[src/value_noise_2d_octaves_core_assert.svh]
// Assertion helpers for the value noise core.
// Each macro expects signals named clk and rst_n in the enclosing scope.
`ifndef VALUE_NOISE_2D_OCTAVES_CORE_ASSERT_SVH
`define VALUE_NOISE_2D_OCTAVES_CORE_ASSERT_SVH

// Same-cycle implication, checked outside of reset.
`define VN_ASSERT_IMP(label, ante, cons) \
  label: assert property (@(posedge clk) disable iff (!rst_n) (ante) |-> (cons)) \
    else $error("value noise core: same-cycle check failed");

// Next-cycle implication, checked outside of reset.
`define VN_ASSERT_NXT(label, ante, cons) \
  label: assert property (@(posedge clk) disable iff (!rst_n) (ante) |=> (cons)) \
    else $error("value noise core: next-cycle check failed");

`endif

[src/vnoise_pkg.sv]
`timescale 1ns / 1ps
package vnoise_pkg;

  localparam int COORD_BITS  = 12;
  localparam int MAX_OCTAVES = 8;
  localparam int PRIME_ROWS  = 10;
  localparam int FRAC_BITS   = 16;
  localparam int STORED_ROWS = 10;

  localparam int Q16_BITS   = 16;
  localparam int ONE_Q16    = 65536;
  localparam int PERS_W     = 17;
  localparam int OCT_W      = 4;
  localparam int OFS_W      = 4;
  localparam int ROW_W      = $clog2(STORED_ROWS);
  localparam int ROW_SUM_W  = 5;
  localparam int ROW_FOLDS  = (2**ROW_SUM_W - 1) / PRIME_ROWS;
  localparam int VAL_W      = FRAC_BITS + 2;
  localparam int ACC_W      = VAL_W + 5;
  localparam int OUT_W      = FRAC_BITS + 5;
  localparam int TOTAL_W    = OUT_W + 1;
  localparam int SAT_LIM    = 2**(FRAC_BITS + 3);
  localparam int LAT_SH     = 30 - FRAC_BITS;
  localparam int HASH_YMUL  = 57;
  localparam int HASH_SHL   = 13;
  localparam int POLY_Q     = 30;
  localparam int F_SH       = 2*POLY_Q - Q16_BITS;
  localparam int MUL_W      = 33;
  localparam int PROD_W     = 2*MUL_W;
  localparam int APB_AW     = 4;
  localparam int APB_DW     = 32;

  localparam logic [PERS_W-1:0] RST_PERSISTENCE  = PERS_W'(32768);
  localparam logic [OCT_W-1:0]  RST_OCTAVE_COUNT = OCT_W'(4);
  localparam logic [OFS_W-1:0]  RST_TABLE_OFFSET = OFS_W'(0);

  localparam int STEP_W = 3;
  localparam logic [STEP_W-1:0] POLY_SQ    = 3'd0;
  localparam logic [STEP_W-1:0] POLY_SIN   = 3'd5;
  localparam logic [STEP_W-1:0] POLY_LAST  = 3'd6;
  localparam logic [STEP_W-1:0] BLEND_ROW0 = 3'd0;
  localparam logic [STEP_W-1:0] BLEND_ROW1 = 3'd1;
  localparam logic [STEP_W-1:0] BLEND_LAST = 3'd2;

  localparam int PT_W  = 2;
  localparam int NBR_W = 4;
  localparam logic [PT_W-1:0]  PT_LAST  = 2'd3;
  localparam logic [NBR_W-1:0] NBR_LAST = 4'd8;

  localparam logic [31:0] POLY_C1 = 32'd1686629713;
  localparam logic [31:0] POLY_C3 = 32'd693598671;
  localparam logic [31:0] POLY_C5 = 32'd85569306;
  localparam logic [31:0] POLY_C7 = 32'd5026998;
  localparam logic [31:0] POLY_C9 = 32'd172272;

  localparam logic [31:0] PRIME_A [STORED_ROWS] = '{
    32'd995615039, 32'd831731269, 32'd174329291, 32'd362489573, 32'd457025711,
    32'd787070341, 32'd405493717, 32'd458904767, 32'd531736441, 32'd997169939};
  localparam logic [31:0] PRIME_B [STORED_ROWS] = '{
    32'd600173719, 32'd162318869, 32'd946737083, 32'd795918041, 32'd880830799,
    32'd177340217, 32'd291031019, 32'd676625681, 32'd939683957, 32'd842027887};
  localparam logic [31:0] PRIME_C [STORED_ROWS] = '{
    32'd701464987, 32'd136250887, 32'd245679977, 32'd350777237, 32'd909678923,
    32'd593320781, 32'd391950901, 32'd424452397, 32'd810651871, 32'd423882827};

  typedef struct packed {
    logic [PERS_W-1:0] persistence;
    logic [OCT_W-1:0]  octave_count;
    logic [OFS_W-1:0]  table_offset;
  } cfg_t;

  typedef enum logic [1:0] {
    REG_PERSISTENCE,
    REG_OCTAVE_COUNT,
    REG_TABLE_OFFSET
  } reg_idx_t;

  typedef enum logic [3:0] {
    OP_NONE,
    OP_LOAD,
    OP_SETUP,
    OP_POLY,
    OP_HASH,
    OP_BLEND,
    OP_AMP,
    OP_CONTRIB,
    OP_FINISH
  } op_t;

  typedef enum logic [3:0] {
    S_IDLE,
    S_SETUP,
    S_POLY,
    S_HASH,
    S_DRAIN,
    S_BLEND,
    S_AMP,
    S_CONTRIB,
    S_FINISH
  } state_t;

  typedef struct packed {
    op_t               op;
    logic [OCT_W-1:0]  octave;
    logic [OCT_W-1:0]  shift;
    logic              poly_y;
    logic [STEP_W-1:0] step;
    logic [PT_W-1:0]   pt;
    logic [NBR_W-1:0]  nbr;
  } cmd_t;

  typedef struct packed {
    logic hash_busy;
    logic out_free;
  } status_t;

  typedef struct packed {
    logic        valid;
    logic [PT_W-1:0] pt;
    logic [1:0]  wsh;
    logic        last;
  } hash_tag_t;

  typedef struct packed {
    logic signed [1:0] dx;
    logic signed [1:0] dy;
    logic [1:0]        wsh;
  } nbr_t;

  // Neighbor offsets of the 3x3 smoothing window; weight is 1 << wsh.
  function automatic nbr_t nbr_of(input logic [NBR_W-1:0] m);
    nbr_t r;
    unique case (m)
      4'd0:    r = '{dx: -2'sd1, dy: -2'sd1, wsh: 2'd0};
      4'd1:    r = '{dx:  2'sd0, dy: -2'sd1, wsh: 2'd1};
      4'd2:    r = '{dx:  2'sd1, dy: -2'sd1, wsh: 2'd0};
      4'd3:    r = '{dx: -2'sd1, dy:  2'sd0, wsh: 2'd1};
      4'd4:    r = '{dx:  2'sd0, dy:  2'sd0, wsh: 2'd2};
      4'd5:    r = '{dx:  2'sd1, dy:  2'sd0, wsh: 2'd1};
      4'd6:    r = '{dx: -2'sd1, dy:  2'sd1, wsh: 2'd0};
      4'd7:    r = '{dx:  2'sd0, dy:  2'sd1, wsh: 2'd1};
      4'd8:    r = '{dx:  2'sd1, dy:  2'sd1, wsh: 2'd0};
      default: r = '{dx:  2'sd0, dy:  2'sd0, wsh: 2'd0};
    endcase
    return r;
  endfunction

  // Horner coefficient used by each polynomial step.
  function automatic logic [31:0] horner_c(input logic [STEP_W-1:0] step);
    logic [31:0] c;
    unique case (step)
      3'd1:    c = POLY_C7;
      3'd2:    c = POLY_C5;
      3'd3:    c = POLY_C3;
      3'd4:    c = POLY_C1;
      default: c = POLY_C9;
    endcase
    return c;
  endfunction

endpackage

[src/vnoise_ctrl.sv]
`timescale 1ns / 1ps
`include "value_noise_2d_octaves_core_assert.svh"
module vnoise_ctrl (
  input  logic                clk,
  input  logic                rst_n,
  input  vnoise_pkg::cfg_t    cfg_i,
  input  logic                in_valid,
  output logic                in_ready,
  input  vnoise_pkg::status_t st_i,
  output vnoise_pkg::cmd_t    cmd_o
);

  localparam int OW = vnoise_pkg::OCT_W;

  vnoise_pkg::state_t state_r, state_nxt;
  logic [OW-1:0]                 k_r, k_nxt;
  logic [vnoise_pkg::STEP_W-1:0] step_r, step_nxt;
  logic                          poly_y_r, poly_y_nxt;
  logic [vnoise_pkg::PT_W-1:0]   pt_r, pt_nxt;
  logic [vnoise_pkg::NBR_W-1:0]  nbr_r, nbr_nxt;
  logic [OW-1:0]                 oc;

  assign oc = (cfg_i.octave_count > OW'(vnoise_pkg::MAX_OCTAVES)) ?
              OW'(vnoise_pkg::MAX_OCTAVES) : cfg_i.octave_count;

  always_comb begin
    state_nxt  = state_r;
    k_nxt      = k_r;
    step_nxt   = step_r;
    poly_y_nxt = poly_y_r;
    pt_nxt     = pt_r;
    nbr_nxt    = nbr_r;
    in_ready   = 1'b0;
    cmd_o.op     = vnoise_pkg::OP_NONE;
    cmd_o.octave = k_r;
    cmd_o.shift  = oc - OW'(1) - k_r;
    cmd_o.poly_y = poly_y_r;
    cmd_o.step   = step_r;
    cmd_o.pt     = pt_r;
    cmd_o.nbr    = nbr_r;
    unique case (state_r)
      vnoise_pkg::S_IDLE: begin
        in_ready = 1'b1;
        if (in_valid) begin
          cmd_o.op  = vnoise_pkg::OP_LOAD;
          k_nxt     = '0;
          state_nxt = (oc == '0) ? vnoise_pkg::S_FINISH : vnoise_pkg::S_SETUP;
        end
      end
      vnoise_pkg::S_SETUP: begin
        cmd_o.op   = vnoise_pkg::OP_SETUP;
        step_nxt   = '0;
        poly_y_nxt = 1'b0;
        state_nxt  = vnoise_pkg::S_POLY;
      end
      vnoise_pkg::S_POLY: begin
        cmd_o.op = vnoise_pkg::OP_POLY;
        if (step_r == vnoise_pkg::POLY_LAST) begin
          step_nxt = '0;
          if (poly_y_r) begin
            pt_nxt    = '0;
            nbr_nxt   = '0;
            state_nxt = vnoise_pkg::S_HASH;
          end else begin
            poly_y_nxt = 1'b1;
          end
        end else begin
          step_nxt = step_r + 1'b1;
        end
      end
      vnoise_pkg::S_HASH: begin
        cmd_o.op = vnoise_pkg::OP_HASH;
        if (nbr_r == vnoise_pkg::NBR_LAST) begin
          nbr_nxt = '0;
          if (pt_r == vnoise_pkg::PT_LAST) state_nxt = vnoise_pkg::S_DRAIN;
          else pt_nxt = pt_r + 1'b1;
        end else begin
          nbr_nxt = nbr_r + 1'b1;
        end
      end
      vnoise_pkg::S_DRAIN: begin
        if (!st_i.hash_busy) begin
          step_nxt  = '0;
          state_nxt = vnoise_pkg::S_BLEND;
        end
      end
      vnoise_pkg::S_BLEND: begin
        cmd_o.op = vnoise_pkg::OP_BLEND;
        if (step_r == vnoise_pkg::BLEND_LAST) state_nxt = vnoise_pkg::S_AMP;
        else step_nxt = step_r + 1'b1;
      end
      vnoise_pkg::S_AMP: begin
        cmd_o.op  = vnoise_pkg::OP_AMP;
        state_nxt = vnoise_pkg::S_CONTRIB;
      end
      vnoise_pkg::S_CONTRIB: begin
        cmd_o.op  = vnoise_pkg::OP_CONTRIB;
        k_nxt     = k_r + 1'b1;
        state_nxt = (k_r + 1'b1 == oc) ? vnoise_pkg::S_FINISH : vnoise_pkg::S_SETUP;
      end
      vnoise_pkg::S_FINISH: begin
        if (st_i.out_free) begin
          cmd_o.op  = vnoise_pkg::OP_FINISH;
          state_nxt = vnoise_pkg::S_IDLE;
        end
      end
      default: state_nxt = vnoise_pkg::S_IDLE;
    endcase
  end

  always_ff @(posedge clk) begin
    if (!rst_n) begin
      state_r  <= vnoise_pkg::S_IDLE;
      k_r      <= '0;
      step_r   <= '0;
      poly_y_r <= 1'b0;
      pt_r     <= '0;
      nbr_r    <= '0;
    end else begin
      state_r  <= state_nxt;
      k_r      <= k_nxt;
      step_r   <= step_nxt;
      poly_y_r <= poly_y_nxt;
      pt_r     <= pt_nxt;
      nbr_r    <= nbr_nxt;
    end
  end

  // The output register must have room whenever a result is written.
  `VN_ASSERT_IMP(a_finish_room, cmd_o.op == vnoise_pkg::OP_FINISH, st_i.out_free)
  // Blending may only start once every hashed lattice point has been smoothed.
  `VN_ASSERT_IMP(a_blend_drained, state_r == vnoise_pkg::S_BLEND, !st_i.hash_busy)
  // An accepted transaction starts an octave or, with no octaves, finishes.
  `VN_ASSERT_NXT(a_accept_next, in_valid && in_ready,
                 state_r == vnoise_pkg::S_SETUP || state_r == vnoise_pkg::S_FINISH)

endmodule

[config.mk]
export PLATFORM = sky130hd
export DESIGN_NAME = vnoise_ctrl
export DESIGN_NICKNAME = d
export VERILOG_FILES = /design/src/vnoise_pkg.sv /design/src/vnoise_ctrl.sv
export VERILOG_INCLUDE_DIRS = /design/src /design/src/src
export SDC_FILE = /design/constraint.sdc
export NUM_CORES = 1
export LEC_CHECK = 0
export ABC_AREA = 1
export BUFFER_PORTS_ARGS = -buffer_cell sky130_fd_sc_hd__buf_2
export CAP_MARGIN = 25
export CORE_UTILIZATION = 53
export CTS_CLUSTER_DIAMETER = 80
export DETAILED_ROUTE_END_ITERATION = 6
export GPL_TIMING_DRIVEN = 0
export MAX_ROUTING_LAYER = met4
export PLACE_DENSITY_LB_ADDON = 0.05
export SLEW_MARGIN = 5
export SYNTH_ARGS = -nofsm -noshare
export SYNTH_HDL_FRONTEND = slang
export SYNTH_SLANG_ARGS = --single-unit
[constraint.sdc]
create_clock -name clk -period 3.9 [get_ports clk]
set_clock_uncertainty 0.05 [all_clocks]
set_input_delay 0.585 -clock clk [delete_from_list [all_inputs] [get_ports clk]]
set_output_delay 0.585 -clock clk [all_outputs]
set_load 0.02 [all_outputs]
==> summary.txt <==
Netlist Area Pre-Place = 1400 um^2
Hold wc startpoint = step_r[0]$_SDFFE_PN0P_
Vias in the first global route = 1,141
WP data required = 3260 ps
Max transition margin = 73.3%
Post-Syn Nets = 254
CTS Root Cell = clkbuf_4
CTS buffer count = 3
Gr usage total = 22.5%
Yosys warnings = 0
Routed Antenna Nets = 0
FP Rows = 18
Hold_ws = 456 ps
Core Util, Final = 65.3%
# IOs = 53
Die outline height = 53.5 um
Clock Sinks = 18
Yosys top cell area share = 25.7%
Final Hold Vio Count = 0
Syn Area/Cell = 6.56 um^2
Hold Crit Class = flip-flop to flip-flop
Slew Limit Fails = 0
Design area = 1630 um^2
Total of max-cap violations = 0
Post-CTS Repair Setup Buffers = 0
Growth of design area from synthesis to finish = 16.3%
Drt wl/cell = 10.5 um
PD cells = 476 nW/um^2
Crit. Startpoint = state_r[0]$_SDFFE_PN0P_
Core Region = 2500 um^2
DRT Wirelength = 2.92 mm
Synth area leader = dfxtp_1
ANT cells = 0
Status = complete, no violations
Area after DPL = 1600 um^2
Port Buffers = 31
Netlist cell types = 27
CP Launch Type = flip-flop
R2r startpoint = step_r[0]$_SDFFE_PN0P_
CTS tree = built
Max Fclk = 0.410 GHz
Final setup fails = 0
Leading post-synthesis cells by cell area = dfxtp_1, nand2_1, ha_1, inv_1, nand3_1
Synth Instances = 214
# hold bufs at CTS = 0
Antenna violations before repair = 0
First-pass GRT wire length = 4.57 mm
First-pass iteration count of the detailed router = 4
Die area = 2860 um^2
Initial Util = 56.2%
Via density = 5.09
WP data arrival = 1800 ps
Reg clk slew, reported paths = 110 ps
RSZ-0062 raised after global routing = false
Cells resized by post-CTS repair = 0
Register bit count reported by yosys = 18
Peak supply drop = 0.000392 V
Pleak = 0.817 nW
Post-DP HPWL = 2.33 mm
Seq/Total Area, Yosys = 25.7%
Final setup TNS = 0 ps
Gpl congestion = 0.870
Final nets = 290
Setup crit end kind = output port
Clock Path Buffers = 2
Vias = 1,420
Final worst-path cycle share = 62.5%
Gr ovfl total = 0
Slew @ Worst Pin = 399 ps
H-tree Lvls = 1
Residual DRC = 0
Overall die width = 53.5 um
Final Critical Period = 2440 ps
Largest net degree at the start of global routing = 11
Worst skew pair latency = 300 ps
CP Class = flip-flop to output port
Layout cells sized above 1 = 25.3%
DRT iter0 DRCs = 35
Crit-path max FO = 6
==> cell usage after synthesis, drive strengths merged <==
cell type,number
fa,1
o21ai,14
o211a,1
xnor2,2
xor2,2
nor3,2
a21oi,15
nor4,1
nand4,3
nor2,24
clkinv,1
inv,36
o21a,1
nand2,61
nor3b,3
buf,1
dfxtp,18
ha,9
nand3b,2
nand3,17
==> sequential cells by signal, indices dropped and copies added, names as in the netlist <==
register and flops:
pt_r 2, k_r 4, poly_y_r 1, step_r 3
state_r 4, nbr_r 4
==> placed cells by master (no fill, tap or decap), types with 2 or more instances in the layout <==
| cell | n |
|---|---|
| a21oi_1 | 15 |
| buf_2 | 31 |
| clkbuf_4 | 3 |
| dfxtp_1 | 18 |
| ha_1 | 9 |
| inv_1 | 30 |
| inv_2 | 6 |
| nand2_1 | 52 |
| nand2_2 | 5 |
| nand2_4 | 4 |
| nand3_1 | 17 |
| nand3b_1 | 2 |
| nand4_1 | 3 |
| nor2_1 | 14 |
| nor2_2 | 7 |
| nor2_4 | 3 |
| nor3_1 | 2 |
| nor3b_1 | 3 |
| o21ai_0 | 7 |
| o21ai_1 | 5 |
| o21ai_2 | 2 |
| xnor2_1 | 2 |
| xor2_1 | 2 |
==> per-layer routing <==
metal | part of all wire, % | wire, um | track usage (%) | vias up
met1 | 49 | 1440 | 28.4 | 629
met4 | 1.2 | 36 | 7.46 | 0
met3 | 4.2 | 124 | 3.45 | 5
met5 | 0 | 0 | - | -
met2 | 45 | 1320 | 36.3 | 29
li1 | - | - | - | 757
==> layout make-up <==
type                       instances  area [um^2]
sequential                        18          360
inverter                          37          139
multi-input combinational        158          897
tap                               30         37.5
buffer                             1         7.51
fill                             256          867
timing repair buffer              31          155
clock buffer                       4         36.3
==> cells by family (layout without fill, tap and decap cells) <==
| kind of cell | count (synthesis) | after routing | synth area share (%) |
|---|---|---|---|
| flip-flops | 18 | 18 | 25.7 |
| AND/OR/NAND/NOR | 113 | 113 | 39.8 |
| adder cells (fa/ha/maj) | 10 | 10 | 9.45 |
| AO/OA/AOI/OAI | 31 | 31 | 12.1 |
| XOR/XNOR | 4 | 4 | 2.50 |
| buffers and inverters | 38 | 73 | 10.4 |
==> where the power goes <==
part | leakage (nW) | internal (mW) | switching (mW) | total, mW
clock network | 0.0210 | 0.0570 | 0.0624 | 0.119
logic | 0.650 | 0.138 | 0.280 | 0.417
registers | 0.146 | 0.210 | 0.0311 | 0.241
total | 0.817 | 0.404 | 0.373 | 0.778
==> worst paths after layout <==
kind	to	depth (start not counted)	slack, ps
max	cmd_o[18]	8	1460
min reg2reg	step_r[0]$_SDFFE_PN0P_	2	460
max reg2reg	nbr_r[3]$_SDFFE_PN0P_	7	2330
min	step_r[0]$_SDFFE_PN0P_	2	460
==> worst max-delay path: stages (launching register included) <==
cell and delay, ps:
dfxtp_1 380, nor2_1 360, inv_1 120, nor2_2 160
nand2_1 100, nand2_1 120, inv_2 50, nand3_1 60
buf_2 160
==> through the flow <==
stage	power (mW)	instances	setup slack, ps
floorplan	0.561	214	1570
global placement	0.659	275	1470
detailed placement	0.660	275	1470
CTS	0.781	279	1470
global route	0.842	279	1330
finish	0.778	279	1460
No activity file was read; power rests on OpenSTA's default activity.
