[config.mk]
export PLATFORM = sky130hd
export DESIGN_NAME = vnoise_cfg
export DESIGN_NICKNAME = d
export VERILOG_FILES = /design/src/value_noise_2d_octaves_core_assert.svh /design/src/vnoise_pkg.sv /design/src/vnoise_cfg.sv
export SDC_FILE = /design/constraint.sdc
export NUM_CORES = 1
export LEC_CHECK = 0
export BUFFER_PORTS_ARGS = -buffer_cell sky130_fd_sc_hd__buf_2
export CORE_UTILIZATION = 36
export CTS_CLUSTER_DIAMETER = 30
export CTS_CLUSTER_SIZE = 8
export DETAILED_ROUTE_END_ITERATION = 7
export PLACE_DENSITY = 0.75
export SLEW_MARGIN = 30
export SYNTH_ARGS = -nofsm -noshare
export SYNTH_HDL_FRONTEND = slang
export SYNTH_SLANG_ARGS = --single-unit
[constraint.sdc]
create_clock -name clk -period 1.58 [get_ports clk]
set_input_delay 0.474 -clock clk [delete_from_list [all_inputs] [get_ports clk]]
set_output_delay 0.474 -clock clk [all_outputs]
set_load 0.1 [all_outputs]
[src/value_noise_2d_octaves_core_assert.svh]
// Assertion helpers for the value noise core.
// Each macro expects signals named clk and rst_n in the enclosing scope.
`ifndef VALUE_NOISE_2D_OCTAVES_CORE_ASSERT_SVH
`define VALUE_NOISE_2D_OCTAVES_CORE_ASSERT_SVH

// Same-cycle implication, checked outside of reset.
`define VN_ASSERT_IMP(label, ante, cons) \
  label: assert property (@(posedge clk) disable iff (!rst_n) (ante) |-> (cons)) \
    else $error("value noise core: same-cycle check failed");

// Next-cycle implication, checked outside of reset.
`define VN_ASSERT_NXT(label, ante, cons) \
  label: assert property (@(posedge clk) disable iff (!rst_n) (ante) |=> (cons)) \
    else $error("value noise core: next-cycle check failed");

`endif

[src/vnoise_pkg.sv]
`timescale 1ns / 1ps
package vnoise_pkg;

  localparam int COORD_BITS  = 12;
  localparam int MAX_OCTAVES = 8;
  localparam int PRIME_ROWS  = 10;
  localparam int FRAC_BITS   = 16;
  localparam int STORED_ROWS = 10;

  localparam int Q16_BITS   = 16;
  localparam int ONE_Q16    = 65536;
  localparam int PERS_W     = 17;
  localparam int OCT_W      = 4;
  localparam int OFS_W      = 4;
  localparam int ROW_W      = $clog2(STORED_ROWS);
  localparam int ROW_SUM_W  = 5;
  localparam int ROW_FOLDS  = (2**ROW_SUM_W - 1) / PRIME_ROWS;
  localparam int VAL_W      = FRAC_BITS + 2;
  localparam int ACC_W      = VAL_W + 5;
  localparam int OUT_W      = FRAC_BITS + 5;
  localparam int TOTAL_W    = OUT_W + 1;
  localparam int SAT_LIM    = 2**(FRAC_BITS + 3);
  localparam int LAT_SH     = 30 - FRAC_BITS;
  localparam int HASH_YMUL  = 57;
  localparam int HASH_SHL   = 13;
  localparam int POLY_Q     = 30;
  localparam int F_SH       = 2*POLY_Q - Q16_BITS;
  localparam int MUL_W      = 33;
  localparam int PROD_W     = 2*MUL_W;
  localparam int APB_AW     = 4;
  localparam int APB_DW     = 32;

  localparam logic [PERS_W-1:0] RST_PERSISTENCE  = PERS_W'(32768);
  localparam logic [OCT_W-1:0]  RST_OCTAVE_COUNT = OCT_W'(4);
  localparam logic [OFS_W-1:0]  RST_TABLE_OFFSET = OFS_W'(0);

  localparam int STEP_W = 3;
  localparam logic [STEP_W-1:0] POLY_SQ    = 3'd0;
  localparam logic [STEP_W-1:0] POLY_SIN   = 3'd5;
  localparam logic [STEP_W-1:0] POLY_LAST  = 3'd6;
  localparam logic [STEP_W-1:0] BLEND_ROW0 = 3'd0;
  localparam logic [STEP_W-1:0] BLEND_ROW1 = 3'd1;
  localparam logic [STEP_W-1:0] BLEND_LAST = 3'd2;

  localparam int PT_W  = 2;
  localparam int NBR_W = 4;
  localparam logic [PT_W-1:0]  PT_LAST  = 2'd3;
  localparam logic [NBR_W-1:0] NBR_LAST = 4'd8;

  localparam logic [31:0] POLY_C1 = 32'd1686629713;
  localparam logic [31:0] POLY_C3 = 32'd693598671;
  localparam logic [31:0] POLY_C5 = 32'd85569306;
  localparam logic [31:0] POLY_C7 = 32'd5026998;
  localparam logic [31:0] POLY_C9 = 32'd172272;

  localparam logic [31:0] PRIME_A [STORED_ROWS] = '{
    32'd995615039, 32'd831731269, 32'd174329291, 32'd362489573, 32'd457025711,
    32'd787070341, 32'd405493717, 32'd458904767, 32'd531736441, 32'd997169939};
  localparam logic [31:0] PRIME_B [STORED_ROWS] = '{
    32'd600173719, 32'd162318869, 32'd946737083, 32'd795918041, 32'd880830799,
    32'd177340217, 32'd291031019, 32'd676625681, 32'd939683957, 32'd842027887};
  localparam logic [31:0] PRIME_C [STORED_ROWS] = '{
    32'd701464987, 32'd136250887, 32'd245679977, 32'd350777237, 32'd909678923,
    32'd593320781, 32'd391950901, 32'd424452397, 32'd810651871, 32'd423882827};

  typedef struct packed {
    logic [PERS_W-1:0] persistence;
    logic [OCT_W-1:0]  octave_count;
    logic [OFS_W-1:0]  table_offset;
  } cfg_t;

  typedef enum logic [1:0] {
    REG_PERSISTENCE,
    REG_OCTAVE_COUNT,
    REG_TABLE_OFFSET
  } reg_idx_t;

  typedef enum logic [3:0] {
    OP_NONE,
    OP_LOAD,
    OP_SETUP,
    OP_POLY,
    OP_HASH,
    OP_BLEND,
    OP_AMP,
    OP_CONTRIB,
    OP_FINISH
  } op_t;

  typedef enum logic [3:0] {
    S_IDLE,
    S_SETUP,
    S_POLY,
    S_HASH,
    S_DRAIN,
    S_BLEND,
    S_AMP,
    S_CONTRIB,
    S_FINISH
  } state_t;

  typedef struct packed {
    op_t               op;
    logic [OCT_W-1:0]  octave;
    logic [OCT_W-1:0]  shift;
    logic              poly_y;
    logic [STEP_W-1:0] step;
    logic [PT_W-1:0]   pt;
    logic [NBR_W-1:0]  nbr;
  } cmd_t;

  typedef struct packed {
    logic hash_busy;
    logic out_free;
  } status_t;

  typedef struct packed {
    logic        valid;
    logic [PT_W-1:0] pt;
    logic [1:0]  wsh;
    logic        last;
  } hash_tag_t;

  typedef struct packed {
    logic signed [1:0] dx;
    logic signed [1:0] dy;
    logic [1:0]        wsh;
  } nbr_t;

  // Neighbor offsets of the 3x3 smoothing window; weight is 1 << wsh.
  function automatic nbr_t nbr_of(input logic [NBR_W-1:0] m);
    nbr_t r;
    unique case (m)
      4'd0:    r = '{dx: -2'sd1, dy: -2'sd1, wsh: 2'd0};
      4'd1:    r = '{dx:  2'sd0, dy: -2'sd1, wsh: 2'd1};
      4'd2:    r = '{dx:  2'sd1, dy: -2'sd1, wsh: 2'd0};
      4'd3:    r = '{dx: -2'sd1, dy:  2'sd0, wsh: 2'd1};
      4'd4:    r = '{dx:  2'sd0, dy:  2'sd0, wsh: 2'd2};
      4'd5:    r = '{dx:  2'sd1, dy:  2'sd0, wsh: 2'd1};
      4'd6:    r = '{dx: -2'sd1, dy:  2'sd1, wsh: 2'd0};
      4'd7:    r = '{dx:  2'sd0, dy:  2'sd1, wsh: 2'd1};
      4'd8:    r = '{dx:  2'sd1, dy:  2'sd1, wsh: 2'd0};
      default: r = '{dx:  2'sd0, dy:  2'sd0, wsh: 2'd0};
    endcase
    return r;
  endfunction

  // Horner coefficient used by each polynomial step.
  function automatic logic [31:0] horner_c(input logic [STEP_W-1:0] step);
    logic [31:0] c;
    unique case (step)
      3'd1:    c = POLY_C7;
      3'd2:    c = POLY_C5;
      3'd3:    c = POLY_C3;
      3'd4:    c = POLY_C1;
      default: c = POLY_C9;
    endcase
    return c;
  endfunction

endpackage

[src/vnoise_cfg.sv]
`timescale 1ns / 1ps
module vnoise_cfg (
  input  logic                               clk,
  input  logic                               rst_n,
  input  logic                               psel,
  input  logic                               penable,
  input  logic                               pwrite,
  input  logic [vnoise_pkg::APB_AW-1:0]      paddr,
  input  logic [vnoise_pkg::APB_DW-1:0]      pwdata,
  output logic [vnoise_pkg::APB_DW-1:0]      prdata,
  output logic                               pready,
  output vnoise_pkg::cfg_t                   cfg_o
);

  localparam int DW = vnoise_pkg::APB_DW;
  localparam int AW = vnoise_pkg::APB_AW;

  vnoise_pkg::cfg_t     cfg_r, cfg_nxt;
  vnoise_pkg::reg_idx_t idx;
  logic                 wr_en;

  assign pready = 1'b1;
  assign cfg_o  = cfg_r;
  assign idx    = vnoise_pkg::reg_idx_t'(paddr[AW-1:2]);
  assign wr_en  = psel & penable & pwrite;

  always_comb begin
    cfg_nxt = cfg_r;
    if (wr_en) begin
      unique case (idx)
        vnoise_pkg::REG_PERSISTENCE:
          cfg_nxt.persistence = pwdata[vnoise_pkg::PERS_W-1:0];
        vnoise_pkg::REG_OCTAVE_COUNT:
          cfg_nxt.octave_count = pwdata[vnoise_pkg::OCT_W-1:0];
        vnoise_pkg::REG_TABLE_OFFSET:
          cfg_nxt.table_offset = pwdata[vnoise_pkg::OFS_W-1:0];
        default: cfg_nxt = cfg_r;
      endcase
    end
  end

  always_comb begin
    unique case (idx)
      vnoise_pkg::REG_PERSISTENCE:  prdata = DW'(cfg_r.persistence);
      vnoise_pkg::REG_OCTAVE_COUNT: prdata = DW'(cfg_r.octave_count);
      vnoise_pkg::REG_TABLE_OFFSET: prdata = DW'(cfg_r.table_offset);
      default:                      prdata = '0;
    endcase
  end

  always_ff @(posedge clk) begin
    if (!rst_n) begin
      cfg_r.persistence  <= vnoise_pkg::RST_PERSISTENCE;
      cfg_r.octave_count <= vnoise_pkg::RST_OCTAVE_COUNT;
      cfg_r.table_offset <= vnoise_pkg::RST_TABLE_OFFSET;
    end else begin
      cfg_r <= cfg_nxt;
    end
  end

endmodule

==> out/results.txt, run 1 <==
Leakage: 0.0009595 uW
CP Launch Type: input pin
Max incr delay on CP: 0.21 ns
Non-filler cells, final: 264
Worst reg2reg endpoint: cfg_o[23]$_SDFFE_PN1P_
GPL Wtd Cong: 0.7932
DRC: 0
Worst path depth: 5
CP arrival: 1.18 ns
Worst path bufs/invs: 2
Failing checks: negative setup slack
Ant diodes: 0
DR vias/cell: 4.598
Largest delay share family, worst path: buffers and inverters
Slowest stage cell, crit path: nor2b_4
Dpl cells: 259
Commonest non-fill, non-tap cell in the layout: buf_2
Total power: 1447 uW
Post-Synth XOR/XNOR Area: 0%
DP HPWL: 2561 microns
Drt pass-1 iters: 4
Final Hold Fails: 0
Cell chosen for the clock root: clkbuf_8
Die width: 63.41 microns
Max IR drop VDD: 0.4729 mV
Std-Cell Rows: 21
Routed wire per std cell: 12.91 microns
Total die area: 4021 sq um
Layout area overhead: 61.20%
Most frequent cells in the layout: 46 x buf_2, 39 x nand2_1, 23 x mux2i_1
Pins over their slew limit: 0
Post-synth cell types: 21
Deepest clock path buffer count: 2
Adder-cell share of the synthesized area: 0%
Flops & latches, synth: 25
WS Path Type: in2out
Mapped Area: 1358 sq um
IO Count: 99
Vias in the first global route: 1205
Die Ht: 63.41 microns
CP Launch Point: paddr[3]
GRT Util Overall: 18.07%
CTS Buf Count: 3
# setup viols final: 17
Post-CTS setup buffers: 0
Clock-pin transition on the worst setup and hold timing paths: 0.08 ns
Outcome: finished, violations left
I/O Buffers: 65
Total core area: 3468 sq um
Final period util: 104.9%
Yosys Warn Count: 0
Crit Reg-Reg Startpoint: cfg_o[23]$_SDFFE_PN1P_
Drt total wl: 3409 microns
Max Cap Viol: 0
Avg Inst Size Synth: 8.815 sq um
Synthesized instance count: 154
Post-DRT Antenna Nets: 0
Largest family of logic cells by synthesized area: simple AND/OR/NAND/NOR gates
First-pass GRT wire length: 5706 microns
Clock latency on the worst-skew pair: 0.26 ns
Critical path capture point type: primary output
Fraction of the mapped netlist area in simple logic gates: 24.06%
Layout net count: 260
HP Class: in2reg
Starting Density: 39.14%
CTS H-Tree Depth: 1
GRT overflow: 0
Complex-gate fraction of the synthesized area: 2.581%
Sink Count: 25
Reg2reg path depth: 2
F_max: 603.3 MHz
Mux share of post-synthesis cell area: 19.91%
Most used cell, CP: buf_12
CP cell instances: buf_12, nor2b_4, nand2_2, o21ai_4, buf_12
CTS tree: built
CP Max Fanout: 8
Required time worst endpoint: 1.11 ns
Crit path time final: 1.658 ns
Power Dens Cells: 661.2 nW/um^2
Part of the Yosys area used for sequential elements: 36.87%
Antenna violations before repair: 0
RSZ-0062 raised after global routing: yes
Fraction of layout cells with a size suffix above 1: 60.55%
Worst Skew: 0 ns
DRT iter0 DRCs: 43
Maximum number of pins on one net before global-route repair: 27
Setup WS post-layout: -0.07763 ns
Worst R2R Setup Slack: 0.91 ns
Routed via count: 1214
Largest register FFs: 25
Crit path to: prdata[1]
## synthesized netlist by cell type
cell | instances | area share, %
o211ai_1 | 2 | 1.1
dfxtp_1 | 25 | 37
nand3_2 | 1 | 0.74
buf_2 | 2 | 0.74
clkbuf_1 | 4 | 1.1
nand3_1 | 2 | 0.74
nor2_1 | 1 | 0.28
inv_1 | 2 | 0.55
nand2_1 | 43 | 12
and3_1 | 1 | 0.46
and2_1 | 13 | 6.0
nor3_4 | 1 | 1.2
nor2b_4 | 1 | 1.0
nor3_1 | 1 | 0.37
buf_4 | 16 | 8.8
buf_12 | 1 | 1.5
buf_6 | 4 | 3.3
nor3b_4 | 1 | 1.4
mux2i_1 | 27 | 20
conb_1 | 2 | 0.55
o21ai_0 | 4 | 1.5
## report_power, final
part	total, uW	leakage [uW]	internal, uW	switching [uW]
Sequential	633	0.000215	626	7.67
Clock	365	0.0000255	176	189
Combinational	448	0.000719	97.8	351
## worst min-delay path: stages
cell and delay [ns]:
buf_2 0.09, nand2_1 0.05, mux2i_1 0.05
## worst min path at each step
stage	slack, ns	startpoint	cells past startpoint	endpoint
after global placement	0.45	cfg_o[17]$_SDFFE_PN0P_	2	cfg_o[17]$_SDFFE_PN0P_
final	0.44	pwdata[14]	3	cfg_o[22]$_SDFFE_PN0P_
after CTS	0.43	pwdata[4]	3	cfg_o[12]$_SDFFE_PN0P_
after floorplan	0.61	pwdata[12]	2	cfg_o[20]$_SDFFE_PN0P_
after detailed placement	0.45	cfg_o[4]$_SDFFE_PN0P_	2	cfg_o[4]$_SDFFE_PN0P_
after global routing	0.44	pwdata[16]	3	cfg_o[24]$_SDFFE_PN0P_
## cells by family (layout without fill, tap and decap cells)
group	count (synthesis)	count (layout)
other	2	16
AND/OR/NAND/NOR	65	65
buffers and inverters	29	79
multiplexers	27	27
flip-flops	25	25
AO/OA/AOI/OAI	6	6
## layout make-up
cell class / instances / area, sq um
flip-flops and latches: 25 / 554.3
inverters: 2 / 7.507
fillers: 301 / 1280
multi-input cells: 114 / 828.3
clock buffers: 3 / 41.29
repair buffers: 73 / 694.4
clock inverters: 1 / 5.005
well taps: 46 / 57.56
## metal layers
layer	global-route usage (%)	wire length [microns]	vias up
met4	5.114	35	0
met1	21.09	1419	571
met3	3.442	166	2
met2	32.98	1788	46
li1	-	-	595
met5	0	0	-
## through the flow
stage / TNS [ns] / util (%) / area [sq um] / hold WS [ns] / setup WS (ns)
floorplan: -3.821 / - / 1567 / 0.6086 / -0.2968
global placement: -3.611 / 59.27 / 2056 / 0.4467 / -0.2245
detailed placement: -3.839 / 59.27 / 2056 / 0.4517 / -0.2460
CTS: -1.518 / 63.10 / 2188 / 0.4349 / -0.1062
global route: -1.558 / 63.10 / 2188 / 0.4402 / -0.1151
finish: -1.099 / 63.10 / 2188 / 0.4383 / -0.07763
## timing repair
action,4_1_cts,5_1_grt
hold buffers,0,0
endpoints found under the hold margin,0,0
pin swaps,17,3
cloned,1,0
setup endpoints to repair,17,17
resized for setup,21,0
(Power assumes the default switching activity.)
==> run 2, diff against run 1 <==
--- a/config.mk
+++ b/config.mk
@@ -10,6 +10,7 @@
 export CTS_CLUSTER_DIAMETER = 30
 export CTS_CLUSTER_SIZE = 8
 export DETAILED_ROUTE_END_ITERATION = 7
+export MAX_ROUTING_LAYER = met4
 export PLACE_DENSITY = 0.75
 export SLEW_MARGIN = 30
 export SYNTH_ARGS = -nofsm -noshare
==> run 2 against run 1 <==
- largest cell class unchanged
- sequential power barely moved
- global-route usage rose by 0.47 points
- critical path type unchanged
- combinational power barely moved
- the flow still finishes with violations (negative setup slack)
- cell count did not move
==> out/results.txt, run 2 (synthesis gave the netlist of run 1 again) <==
WS Path Type: in2out
Std-Cell Rows: 21 (unchanged)
Clock-pin transition on the worst setup and hold timing paths: 0.08 ns (about the same)
HP Class: in2reg
CTS Hold Buffers Added: 0 (unchanged)
Met1 usage: 21.09% (unchanged)
Clock latency on the worst-skew pair: 0.26 ns (about the same)
CP arrival: 1.18 ns (about the same)
P_sw: 547.4 uW (about the same)
Drt pass-1 iters: 4 (unchanged)
Leakage: 0.0009595 uW (unchanged)
Post-CTS setup buffers: 0 (unchanged)
GR Util met2: 32.98% (unchanged)
F_max: 603.4 MHz (about the same)
Routed via count: 1212 (-0.16%)
Die width: 63.41 microns (unchanged)
IO Count: 99 (unchanged)
Starting Density: 39.14% (unchanged)
Sequential share of power: 43.8% (about the same)
Final design utilization: 63.10% (unchanged)
Routing usage on met3: 3.261% (-0.18 points)
Maximum number of pins on one net before global-route repair: 27 (unchanged)
Antenna violations before repair: 0 (unchanged)
Switching Share: 37.83% (about the same)
Total power: 1447 uW (about the same)
Final Hold Fails: 0 (unchanged)
Non-filler cells, final: 264 (unchanged)
Required time worst endpoint: 1.11 ns (about the same)
Crit path to: prdata[1]
Power Dens Cells: 661.2 nW/um^2 (about the same)
Total die area: 4021 sq um (unchanged)
Worst reg2reg endpoint: cfg_o[23]$_SDFFE_PN1P_
DRT iter0 DRCs: 43 (unchanged)
Routed wire per std cell: 12.87 microns (-0.35%)
Outcome: finished, violations left
Crit path time final: 1.657 ns (-0.0003390 ns)
CP Launch Type: input pin
Max IR drop VDD: 0.4719 mV (-0.21%)
Clk pwr share: 25.3% (about the same)
Reg2reg path depth: 2 (unchanged)
Worst R2R Setup Slack: 0.91 ns (about the same)
Layout net count: 260 (unchanged)
Pins over their slew limit: 0 (unchanged)
Fillers: 301 (unchanged)
Ant diodes: 0 (unchanged)
Deepest clock path buffer count: 2 (unchanged)
RSZ-0062 raised after global routing: yes
Final period util: 104.9% (about the same)
DRC: 0 (unchanged)
DP HPWL: 2561 microns (unchanged)
Largest register FFs: 25 (unchanged)
Total core area: 3468 sq um (unchanged)
CTS tree: built
Gate power share: 31.0% (about the same)
Vias in the first global route: 1202 (-0.25%)
Register area: 554.3 sq um (unchanged)
Critical path capture point type: primary output
Layout area overhead: 61.20% (unchanged)
Sink Count: 25 (unchanged)
Setup WS post-layout: -0.07729 ns (+0.0003390 ns)
First-pass GRT wire length: 5706 microns (unchanged)
GRT Util Overall: 18.54% (+0.47 points)
GRT overflow: 0 (unchanged)
Worst Skew: 0 ns (unchanged)
# setup viols final: 17 (unchanged)
Fraction of layout cells with a size suffix above 1: 60.55% (unchanged)
Commonest non-fill, non-tap cell in the layout: buf_2
CTS Buf Count: 3 (unchanged)
Worst slack, placed: -0.2460 ns (unchanged)
Drt total wl: 3397 microns (-0.35%)
Crit Reg-Reg Startpoint: cfg_o[23]$_SDFFE_PN1P_
Die Ht: 63.41 microns (unchanged)
Post-DRT Antenna Nets: 0 (unchanged)
Dpl cells: 259 (unchanged)
Fin Hold WS: 0.4381 ns (-0.0001950 ns)
CTS H-Tree Depth: 1 (unchanged)
Max Cap Viol: 0 (unchanged)
CP Launch Point: paddr[3]
CP Max Fanout: 8 (unchanged)
GRT Max-Usage Layer: met2
Most frequent cells in the layout: 46 x buf_2, 39 x nand2_1, 23 x mux2i_1
Failing checks: negative setup slack
P_int: 899.5 uW (about the same)
Cell chosen for the clock root: clkbuf_8
DR vias/cell: 4.591 (-0.16%)
Area of the multi-input gates: 828.3 sq um (unchanged)
GPL Wtd Cong: 0.8045 (+1.4%)
I/O Buffers: 65 (unchanged)
==> run 2: cell counts in the layout (fill, tap and decap cells not counted) <==
No cell type changed its count.
==> run 2: routing by layer <==
layer / wire, microns / share of wire (%)
met5: 0 / 0
met4: 35 / 1.0
met3: 145 / 4.3
met2: 1795 / 53
met1: 1421 / 42
==> run 2: final cells by class <==
cell class | count | area share, %
inverters | 2 | 0.3431
well taps | 46 | 2.630
clock inverters | 1 | 0.2287
multi-input cells | 114 | 37.85
repair buffers | 73 | 31.73
clock buffers | 3 | 1.887
flip-flops and latches | 25 | 25.33
==> run 2: how the worst min path moves through the flow <==
stage | slack (ns) | start | end | depth (start not counted)
2_1_floorplan | 0.61 | pwdata[12] | cfg_o[20]$_SDFFE_PN0P_ | 2
5_1_grt | 0.44 | pwdata[16] | cfg_o[24]$_SDFFE_PN0P_ | 3
4_1_cts | 0.43 | pwdata[4] | cfg_o[12]$_SDFFE_PN0P_ | 3
6_report | 0.44 | pwdata[14] | cfg_o[22]$_SDFFE_PN0P_ | 3
3_3_place_gp | 0.45 | cfg_o[17]$_SDFFE_PN0P_ | cfg_o[17]$_SDFFE_PN0P_ | 2
3_5_place_dp | 0.45 | cfg_o[4]$_SDFFE_PN0P_ | cfg_o[4]$_SDFFE_PN0P_ | 2
==> run 2: critical path, cell delays in order <==
cell and delay [ns]:
buf_12 0.13, nor2b_4 0.21, nand2_2 0.09, o21ai_4 0.08
buf_12 0.19
==> run 2: power by group through the flow <==
stage	Combinational, uW	Clock (uW)	Sequential [uW]
finish	448	365	633
global route	466	408	635
CTS	450	381	633
detailed placement	430	0	647
global placement	427	0	647
floorplan	323	0	709
==> run 2: repair_timing <==
item / in CTS / in global routing
resized for setup: 21 / 0
cloned: 1 / 0
pin swaps: 17 / 3
setup endpoints to repair: 17 / 17
==> run 2: per-stage QoR <==
| step | area [sq um] | TNS, ns |
|---|---|---|
| after floorplan | 1567 | -3.821 |
| after global placement | 2056 | -3.611 |
| after detailed placement | 2056 | -3.839 |
| after CTS | 2188 | -1.518 |
| after global routing | 2188 | -1.558 |
| final | 2188 | -1.096 |
